<file path="src/hdl/zbsfw_pkg.sv">
// zbsfw_pkg: shared types, constants and arithmetic step functions for the
// depth-tested shaded frame store. no dependencies.
package zbsfw_pkg;

  localparam int MAX_COLUMNS = 512;
  localparam int MAX_ROWS    = 512;
  localparam int COL_W       = $clog2(MAX_COLUMNS);
  localparam int ROW_W       = $clog2(MAX_ROWS);
  localparam int ADDR_W      = COL_W + ROW_W;
  localparam int PIXELS      = MAX_COLUMNS * MAX_ROWS;

  localparam logic [31:0] FULL_DEPTH  = 32'hFFFF_FFFF;
  localparam logic [14:0] COS_ONE     = 15'd16384;
  localparam logic [14:0] COS_HALF    = 15'd8192;
  localparam logic [7:0]  CHANNEL_MAX = 8'd255;

  typedef enum logic [1:0] {
    OP_CLEAR    = 2'd0,
    OP_FRAGMENT = 2'd1,
    OP_READ     = 2'd2,
    OP_UNUSED   = 2'd3
  } op_t;

  typedef enum logic [2:0] {
    CFG_LIGHT_X    = 3'd0,
    CFG_LIGHT_Y    = 3'd1,
    CFG_LIGHT_Z    = 3'd2,
    CFG_BACKGROUND = 3'd3,
    CFG_COLUMNS    = 3'd4,
    CFG_ROWS       = 3'd5
  } cfg_index_t;

  typedef struct packed {
    op_t                op;
    logic [8:0]         column;
    logic [8:0]         row;
    logic [31:0]        distance;
    logic signed [15:0] normal_x;
    logic signed [15:0] normal_y;
    logic signed [15:0] normal_z;
    logic [7:0]         base_red;
    logic [7:0]         base_green;
    logic [7:0]         base_blue;
  } in_word_t;

  typedef struct packed {
    logic       written;
    logic [7:0] out_red;
    logic [7:0] out_green;
    logic [7:0] out_blue;
  } out_word_t;

  typedef struct packed {
    logic signed [15:0] light_x;
    logic signed [15:0] light_y;
    logic signed [15:0] light_z;
    logic [23:0]        background_rgb;
    logic [9:0]         columns_in_use;
    logic [9:0]         rows_in_use;
  } cfg_t;

  typedef struct packed {
    op_t               op;
    logic              in_image;
    logic [ADDR_W-1:0] addr;
    logic [31:0]       distance;
    logic [23:0]       rgb;
  } job_t;

  typedef struct packed {
    logic empty;
    logic full;
  } fifo_status_t;

  typedef enum logic [2:0] {
    F_IDLE, F_PROD, F_SUM, F_MULT, F_SQRT, F_DIV, F_SHADE, F_PUSH
  } front_state_t;

  typedef enum logic {
    B_IDLE, B_EXEC
  } back_state_t;

  typedef struct packed {
    logic [63:0] rad;
    logic [35:0] rem;
    logic [31:0] root;
  } sqrt_t;

  typedef struct packed {
    logic [46:0] rem;
    logic [46:0] dsh;
    logic [15:0] quo;
  } div_t;

  // one digit of the restoring square root
  function automatic sqrt_t sqrt_step(sqrt_t s);
    sqrt_t       r;
    logic [35:0] cur;
    logic [35:0] trial;
    cur   = {s.rem[33:0], s.rad[63:62]};
    trial = {2'b00, s.root, 2'b01};
    r.rad = {s.rad[61:0], 2'b00};
    if (cur >= trial) begin
      r.rem  = cur - trial;
      r.root = {s.root[30:0], 1'b1};
    end else begin
      r.rem  = cur;
      r.root = {s.root[30:0], 1'b0};
    end
    return r;
  endfunction

  // one quotient bit of the restoring division
  function automatic div_t div_step(div_t d);
    div_t r;
    r.dsh = {1'b0, d.dsh[46:1]};
    if (d.rem >= d.dsh) begin
      r.rem = d.rem - d.dsh;
      r.quo = {d.quo[14:0], 1'b1};
    end else begin
      r.rem = d.rem;
      r.quo = {d.quo[14:0], 1'b0};
    end
    return r;
  endfunction

  // half base plus diffuse ramp, towards white above cos one half
  function automatic logic [7:0] shade_channel(logic [7:0] b, logic [14:0] c);
    logic [24:0] acc;
    logic [10:0] v;
    if (c <= COS_HALF) begin
      acc = 25'(b) * (25'(c) + 25'(COS_HALF));
    end else begin
      acc = {4'b0, b, 13'b0}
          + 25'(CHANNEL_MAX) * (25'(c) - 25'(COS_HALF))
          + 25'(b) * (25'(COS_ONE) - 25'(c));
    end
    v = acc[24:14];
    return (v > 11'(CHANNEL_MAX)) ? CHANNEL_MAX : v[7:0];
  endfunction

endpackage

</file>
<file path="src/hdl/zbsfw_fifo.sv">
// zbsfw_fifo: two entry queue of jobs between front and back.
// depends on zbsfw_pkg.
module zbsfw_fifo (
  input  logic                    clk,
  input  logic                    rst,
  input  logic                    push,
  input  zbsfw_pkg::job_t         wdata,
  input  logic                    pop,
  output zbsfw_pkg::job_t         rdata,
  output zbsfw_pkg::fifo_status_t st
);
  import zbsfw_pkg::*;

  job_t       entry [2];
  logic       wptr, rptr;
  logic [1:0] count;

  always_ff @(posedge clk) begin
    if (push) begin
      entry[wptr] <= wdata;
    end
  end

  always_ff @(posedge clk) begin
    if (rst) begin
      wptr  <= 1'b0;
      rptr  <= 1'b0;
      count <= 2'd0;
    end else begin
      if (push) wptr <= ~wptr;
      if (pop)  rptr <= ~rptr;
      case ({push, pop})
        2'b10:   count <= count + 2'd1;
        2'b01:   count <= count - 2'd1;
        default: count <= count;
      endcase
    end
  end

  assign rdata    = entry[rptr];
  assign st.empty = (count == 2'd0);
  assign st.full  = (count == 2'd2);

endmodule

</file>
<file path="config.mk">
export PLATFORM = sky130hd
export DESIGN_NAME = zbsfw_fifo
export DESIGN_NICKNAME = d
export VERILOG_FILES = /design/src/hdl/zbsfw_pkg.sv /design/src/hdl/zbsfw_fifo.sv
export SDC_FILE = /design/constraint.sdc
export NUM_CORES = 1
export LEC_CHECK = 0
export CAP_MARGIN = 20
export CORE_MARGIN = 1
export CORE_UTILIZATION = 35
export CTS_CLUSTER_DIAMETER = 120
export DETAILED_ROUTE_END_ITERATION = 12
export DONT_BUFFER_PORTS = 1
export PLACE_DENSITY = 0.59
export REMOVE_ABC_BUFFERS = 1
export SLEW_MARGIN = 15
export SYNTH_ARGS = -nofsm -noshare
export SYNTH_HDL_FRONTEND = slang
export SYNTH_SLANG_ARGS = --single-unit
</file>
<file path="constraint.sdc">
create_clock -name clk -period 6.1 [get_ports clk]
set_input_delay 1.22 -clock clk [delete_from_list [all_inputs] [get_ports clk]]
set_output_delay 1.22 -clock clk [all_outputs]
set_load 0.03 [all_outputs]
</file>
==> out/results.ini, run 1 <==
[outcome]
status=finished, final reports clean

[logic_synthesis]
syn_area_um2=5770
yosysWarnings=0
synth_top_area_frac=0.802
avgSynthCellArea_um2=22.0
ys_ff_latch=159
syn-instance-count=262
yosysUniqueCellTypes=15
ys_seq_area_frac=0.819
yosysTopAreaCell=edfxtp_1
synth_area_leaders=edfxtp_1 80%, mux2_2 15%, dfxtp_1 1.7%, buf_6 0.78%, xnor2_1 0.46%

[pwr]
p_leak_nw=2.12
max-vdd-ir-drop_uv=170
cellPowerDensity_nw_per_um2=382

[grt]
track_usage=0.112
grt_max_degree=78
grt_pass1_wl_um=13200
grt_overflow=0
grt_pass1_vias=2386
antenna_found_initial=0

[route]
firstDrtPassIters=4
antenna_left=0
wl_met3_um=1030
vias=2345
drc=0
avgRoutedWirePerCell_um=18.8
via_per_inst=4.65
drt-met1-wl_um=3520
highest_layer=met4
drt-initial-drc-count=124
wl_um=9450
route.met2.wl_um=4700

[clock_network]
clk_latency_ns=0.41
ctsLongestPathBuffers=2
postCtsSetupRepairBufs=0
h-tree-depth=4
postCtsHoldBufs=0
clock_tree.root_cell=clkbuf_16
cts_tree=done
clock_sinks=159
clkTransAtPathRegs_ns=0.05
cts_made_buffers=17
cts_resized=0

[floorplan]
die_w_um=130
start_util=0.360
die_y_um=130
fp.coreArea_um2=16000
rows=46
io_pins=160
dieArea_um2=17000

[final_layout]
multi_input_area_um2=978
area_growth_pct=14.0
n_antenna_cell=0
layout_commonest_cell=edfxtp_1
final_cell_mix=154 x edfxtp_1, 77 x mux2_2, 17 x clkbuf_16
ff_latch_area_um2=4730
fin_nets=357
drive_above_1_share=0.385
post-route-util=0.411
fillerInstances=1461

[worst_setup_path]
path_class=reg -> out
path_delay_family=flip-flops
worstPathArrival_ns=2.01
setup.worst_path.start_class=flop
path_cells=mux2_2
cp.required_ns=4.88
slowest_delay_ns=1.02
worstSetupEndpointType=primary output
cpMaxStageDelayCell=dfxtp_4
crit_path_max_fanout=77
path_buf_inv=0

[timing]
hold_viol_final=0
setup_viol=0
fin_skew_ns=0.00660
rsz0062_at_grt=false
max_freq_ghz=0.309
finalCriticalPeriod_ns=3.23
min_period_over_period=0.530
setup-tns-final_ns=0
relSlewSlack=0.302
worst_slew_pin_slew_ns=1.05
maxSlewViolCount=0
finalWorstSetupSlack_ns=2.87

[placed_design]
globalplace.congestion=0.665
place_ws_ns=3.20
io_buffers=0
hpwl_um=5820

[run]
cap_violations=0

[worst_hold_path]
holdCritPathClass=reg -> reg

[cells in the mapped netlist]
cell type  instances
edfxtp_1         154
mux2_2            77
nor2_1             6
buf_2              5
dfxtp_1            5
buf_6              4
xnor2_1            3
a21oi_1            1
and2_1             1
and2b_2            1
ha_1               1
inv_1              1
o21ai_0            1
or3_1              1
xor2_1             1
[routing by layer]
layer  GRT usage  vias up
met3      0.0627       16
li1            -     1054
met2       0.174      100
met4      0.0669        0
met5           0        -
met1       0.118     1175
[power breakdown]
group,total (mW),switching (mW),internal [mW]
registers,1.31,0.0344,1.27
clock network,0.949,0.394,0.556
logic,0.255,0.182,0.0731
[final cells by class]
type,instances,share of cell area
clock buffer,20,0.0664
inverter,1,0.000571
tap,216,0.0411
multi-input combinational,93,0.149
clock inverter,12,0.0146
sequential,159,0.719
timing repair buffer,3,0.00951
[metrics by stage]
stage | cell area, um^2 | total power [mW] | std cells | hold WS (ns)
final | 6580 | 2.51 | 504 | 0.517
after global routing | 6580 | 2.60 | 504 | 0.566
after CTS | 6550 | 2.55 | 503 | 0.520
after global placement | 5990 | 1.58 | 470 | 0.472
after detailed placement | 6020 | 1.59 | 471 | 0.512
after floorplan | 5700 | 1.55 | 253 | 0.461
[cell families after synthesis]
family,Yosys count,share of synthesized area
simple gates,9,0.00760
flops,159,0.819
buf+inv,10,0.0128
compound gates,2,0.00173
fa+ha+maj,1,0.00217
mux,77,0.150
xor+xnor,4,0.00608
[registers in the layout, indices dropped and copies added, names as in the netlist, named ones only]
register and count:
count 2, entry 154, wptr 1, rptr 1
[path summary, 6_finish.rpt]
path                               start      endpoint  slack (ns)  cells past startpoint
worst min-delay path            count[1]      count[1]        0.52                      2
worst max-delay path                flop     rdata[63]        2.87                      1
worst max register to register      wptr  entry[0][63]        4.13                      2
worst min register to register  count[1]      count[1]        0.52                      2
No activity file was read; power rests on OpenSTA's default activity.
==> run 2: changes to the inputs <==
clock period = 3.3 ns   (was 6.1 ns; I/O delays follow)
==> run 2 against run 1 <==
Effect of this change:
- global-route usage about the same
- via count decreased by 1.2%
- clock skew is 0.0013 ns higher
- final area down 0.78%
- worst hold slack got worse by 0.21 ns
- cell count unchanged
- non-clock buffer count did not move
- die area unchanged
- flip-flop and latch count unchanged
- first-iteration DRC count down 5.6%
- largest cell class unchanged
- largest power group unchanged
==> out/results.ini, run 2 (synthesis results as in run 1) <==
[outcome]
status=finished, final reports clean

[worst_setup_path]
worstPathArrival_ns=1.89
regToRegSetupSlack_ns=1.60
ff2ff_path_depth=1
setup.worst_path.start_class=flop
crit_path_max_fanout=42
rr_startpoint=wptr
worstSetupEndpointType=primary output
cp.required_ns=2.64
r2r_end=entry[1][51]
path_class=reg -> out

[route]
antenna_left=0
firstDrtPassIters=4
avgRoutedWirePerCell_um=18.6
via_per_inst=4.60
wl_um=9360
drt-initial-drc-count=117
vias=2316
drc=0

[floorplan]
die_y_um=130
die_w_um=130
fp.coreArea_um2=16000
io_pins=160
dieArea_um2=17000
start_util=0.360
rows=46

[placed_design]
hpwl_um=5680
io_buffers=0
globalplace.congestion=0.640
place_ws_ns=1.13
postPlaceCellArea_um2=6020

[final_layout]
area_growth_pct=13.1
fin_nets=357
top_register=entry
fillerInstances=1468
reg_top3=entry x154, count x2
final_cell_mix=154 x edfxtp_1, 77 x mux2_2, 17 x clkbuf_16
drive_above_1_share=0.378
layout_commonest_cell=edfxtp_1
final_area_um2=6530
largest_register_ffs=154
n_antenna_cell=0

[pwr]
p_leak_nw=2.08
finalPower_mw=4.57
max-vdd-ir-drop_uv=302
cellPowerDensity_nw_per_um2=700

[grt]
grt_pass1_wl_um=13200
track_usage=0.111
grt_overflow=0
antenna_found_initial=0
grt_pass1_vias=2484
grt_max_degree=78

[run]
cap_violations=0

[timing]
rsz0062_at_grt=false
maxSlewViolCount=0
finalCriticalPeriod_ns=2.55
worst_hold_slack_ns=0.308
relSlewSlack=0.291
worst_slew_pin_slew_ns=1.06
hold_viol_final=0
finalWorstSetupSlack_ns=0.747
setup_viol=0
min_period_over_period=0.774
max_freq_ghz=0.392
setup-tns-final_ns=0
fin_skew_ns=0.00794

[clock_network]
clock_sinks=159
ctsLongestPathBuffers=2
postCtsHoldBufs=0
clock_tree.root_cell=clkbuf_16
postCtsSetupRepairBufs=0
h-tree-depth=4
cts_made_buffers=17
clk_latency_ns=0.41
clkTransAtPathRegs_ns=0.06
cts_tree=done
cts_resized=0

[worst_hold_path]
hold_start=rst
holdCritPathClass=in -> reg
hold_depth=1

[run 2: cell count changes in the layout (fill, tap and decap cells not counted)]
cell / previous run / this run
buf_4: 1 / 2
clkbuf_1: 3 / 4
buf_16: 2 / 0
clkinvlp_4: 1 / 4
clkinv_4: 3 / 1
buf_12: 0 / 1
inv_6: 0 / 1
clkinv_1: 2 / 3
clkinv_2: 5 / 2
bufinv_16: 1 / 0
[run 2: worst max-delay path by stage]
stage / from / end
5_1_grt: flop / rdata[76]
2_1_floorplan: push / entry[0][0]
4_1_cts: flop / rdata[76]
6_report: flop / rdata[33]
3_5_place_dp: flop / rdata[76]
3_3_place_gp: flop / rdata[76]
[run 2: metal layers]
metal  part of all wire  track usage  routed length, um
met5                  0            0                  0
met4              0.012       0.0446                112
met3               0.12       0.0734               1110
met2               0.51        0.188               4770
met1               0.36        0.106               3370
[run 2: worst max-delay path: stages (launching register included)]
cell and delay [ns]:
dfxtp_4 0.67, buf_12 0.29, mux2_2 0.46
[run 2: stage by stage]
stage / utilization / instances
2_1_floorplan: - / 253
3_3_place_gp: 0.376 / 472
3_5_place_dp: 0.376 / 472
4_1_cts: 0.408 / 504
5_1_grt: 0.408 / 504
6_report: 0.408 / 504
[run 2: report_power, final]
part           leakage, nW  internal [mW]  total (mW)  switching (mW)
Combinational        0.355          0.130       0.482           0.352
Clock                0.236          0.952        1.69           0.734
Sequential            1.49           2.36        2.40          0.0442
Total                 2.08           3.44        4.57            1.13
[run 2: cell type report]
class,instances,area [um^2],share of cell area
clock inverters,11,68.8,0.0105
inverters,1,3.75,0.000575
clock buffers,21,440,0.0675
well taps,216,270,0.0414
repair buffers,3,35.0,0.00537
multi-input cells,93,978,0.150
flip-flops and latches,159,4730,0.725
==> run 3: changes to the inputs <==
clock period = 2.6 ns   (was 3.3 ns; I/O delays follow)
==> run 3 against run 2 <==
Effect of this change:
- sequential share of layout area is 0.95 points lower
- register-to-register slack lost 0.56 ns
- largest cell class unchanged
- largest power group unchanged
- setup slack got worse by 0.45 ns
==> out/results.ini, run 3 (synthesis results as in run 1) <==
[timing]
min_period_over_period=0.885
relSlewSlack=0.513
finalCriticalPeriod_ns=2.30
hold_viol_final=0
maxSlewViolCount=0
max_freq_ghz=0.434
worst_hold_slack_ns=0.175
fin_skew_ns=0.00524
rsz0062_at_grt=false
worst_slew_pin_slew_ns=0.731
setup_viol=0

[floorplan]
start_util=0.360
dieArea_um2=17000
io_pins=160
die_w_um=130
rows=46
die_y_um=130
fp.coreArea_um2=16000

[grt]
antenna_found_initial=0
grt_max_degree=52
grt_pass1_vias=2500
grt_overflow=0
track_usage=0.117
grt_pass1_wl_um=13800

[worst_setup_path]
path_cells=buf_4, mux2_2
worstPathArrival_ns=1.78
path_delay_family=flip-flops
path_class=reg -> out
slowest_delay_ns=0.52
crit_path_max_fanout=24
path_buf_inv=1
cp.required_ns=2.08
cpMaxStageDelayCell=dfxtp_4
setup.worst_path.start_class=flop
worstSetupEndpointType=primary output

[final_layout]
top_register=entry
area_growth_pct=14.6
n_antenna_cell=0
largest_register_ffs=154
fin_nets=359
final_cell_mix=154 x edfxtp_1, 77 x mux2_2, 17 x clkbuf_16
drive_above_1_share=0.397
layout_commonest_cell=edfxtp_1
reg_top3=entry x154, count x2

[pwr]
finalPower_mw=6.02
max-vdd-ir-drop_uv=441
switching_share=0.237
power.switching_mw=1.43
cellPowerDensity_nw_per_um2=911
internal_power_mw=4.59
p_clk_frac=0.391
p_leak_nw=2.12
comb_power_share=0.105
p_seq_frac=0.505

[worst_hold_path]
holdCritPathClass=in -> reg

[clock_network]
postCtsSetupRepairBufs=0
cts_made_buffers=17
clkTransAtPathRegs_ns=0.06
clk_latency_ns=0.41
cts_tree=done
cts_resized=0
ctsLongestPathBuffers=2
postCtsHoldBufs=0
clock_sinks=159
clock_tree.root_cell=clkbuf_16
h-tree-depth=4

[route]
antenna_left=0
route.met2.wl_um=5010
highest_layer=met4
drt-met1-wl_um=3520
wl_met3_um=984
avgRoutedWirePerCell_um=19.0
drt-initial-drc-count=172
via_per_inst=4.66
vias=2357
firstDrtPassIters=4
wl_um=9610
drc=0

[placed_design]
io_buffers=0
hpwl_um=6060
globalplace.congestion=0.639

[outcome]
status=finished, final reports clean

[run]
cap_violations=0

-- run 3: final timing paths --
path | start | to | slack (ns) | cells past startpoint
worst min-delay path | rst | wptr | 0.18 | 1
worst min register to register | count[1] | count[1] | 0.51 | 2
worst max-delay path | flop | rdata[41] | 0.30 | 2
worst max register to register | wptr | entry[1][28] | 1.04 | 2
-- run 3: per-stage QoR --
stage | utilization | instances | setup WS (ns) | setup TNS [ns] | cell area (um^2)
after floorplan | - | 253 | -1.72 | -175.55 | 5700
after global placement | 0.378 | 474 | 0.734 | 0 | 6040
after detailed placement | 0.378 | 474 | 0.695 | 0 | 6040
after CTS | 0.413 | 506 | 0.236 | 0 | 6610
after global routing | 0.413 | 506 | 0.192 | 0 | 6610
final | 0.413 | 506 | 0.298 | 0 | 6610
-- run 3: cell type report --
cell class                      instances  area, um^2
Sequential cell                       159        4730
Tap cell                              216         270
Fill cell                            1470        9390
Clock inverter                         11         118
Clock buffer                           21         450
Inverter                                1        3.75
Timing Repair Buffer                    5        62.6
Multi-Input combinational cell         93         978
-- run 3: power by group through the flow --
stage	sequential (mW)	combinational, mW	clock (mW)
2_1_floorplan	3.11	0.529	0
3_3_place_gp	3.09	0.637	0
3_5_place_dp	3.10	0.641	0
4_1_cts	3.04	0.643	2.43
5_1_grt	3.05	0.664	2.53
6_report	3.04	0.630	2.35
-- run 3: routing by layer --
layer	vias up	global-route usage
met3	5	0.0677
met5	-	0
met1	1192	0.120
met4	0	0.0487
met2	100	0.194
li1	1060	-
-- run 3: worst register-to-register path: cells and delay by family (launching register included) --
| kind | cells | cell delay (ns) |
|---|---|---|
| AND/OR/NAND/NOR | 1 | 0.44 |
| flip-flops | 1 | 0.40 |
| buffers and inverters | 1 | 0.34 |
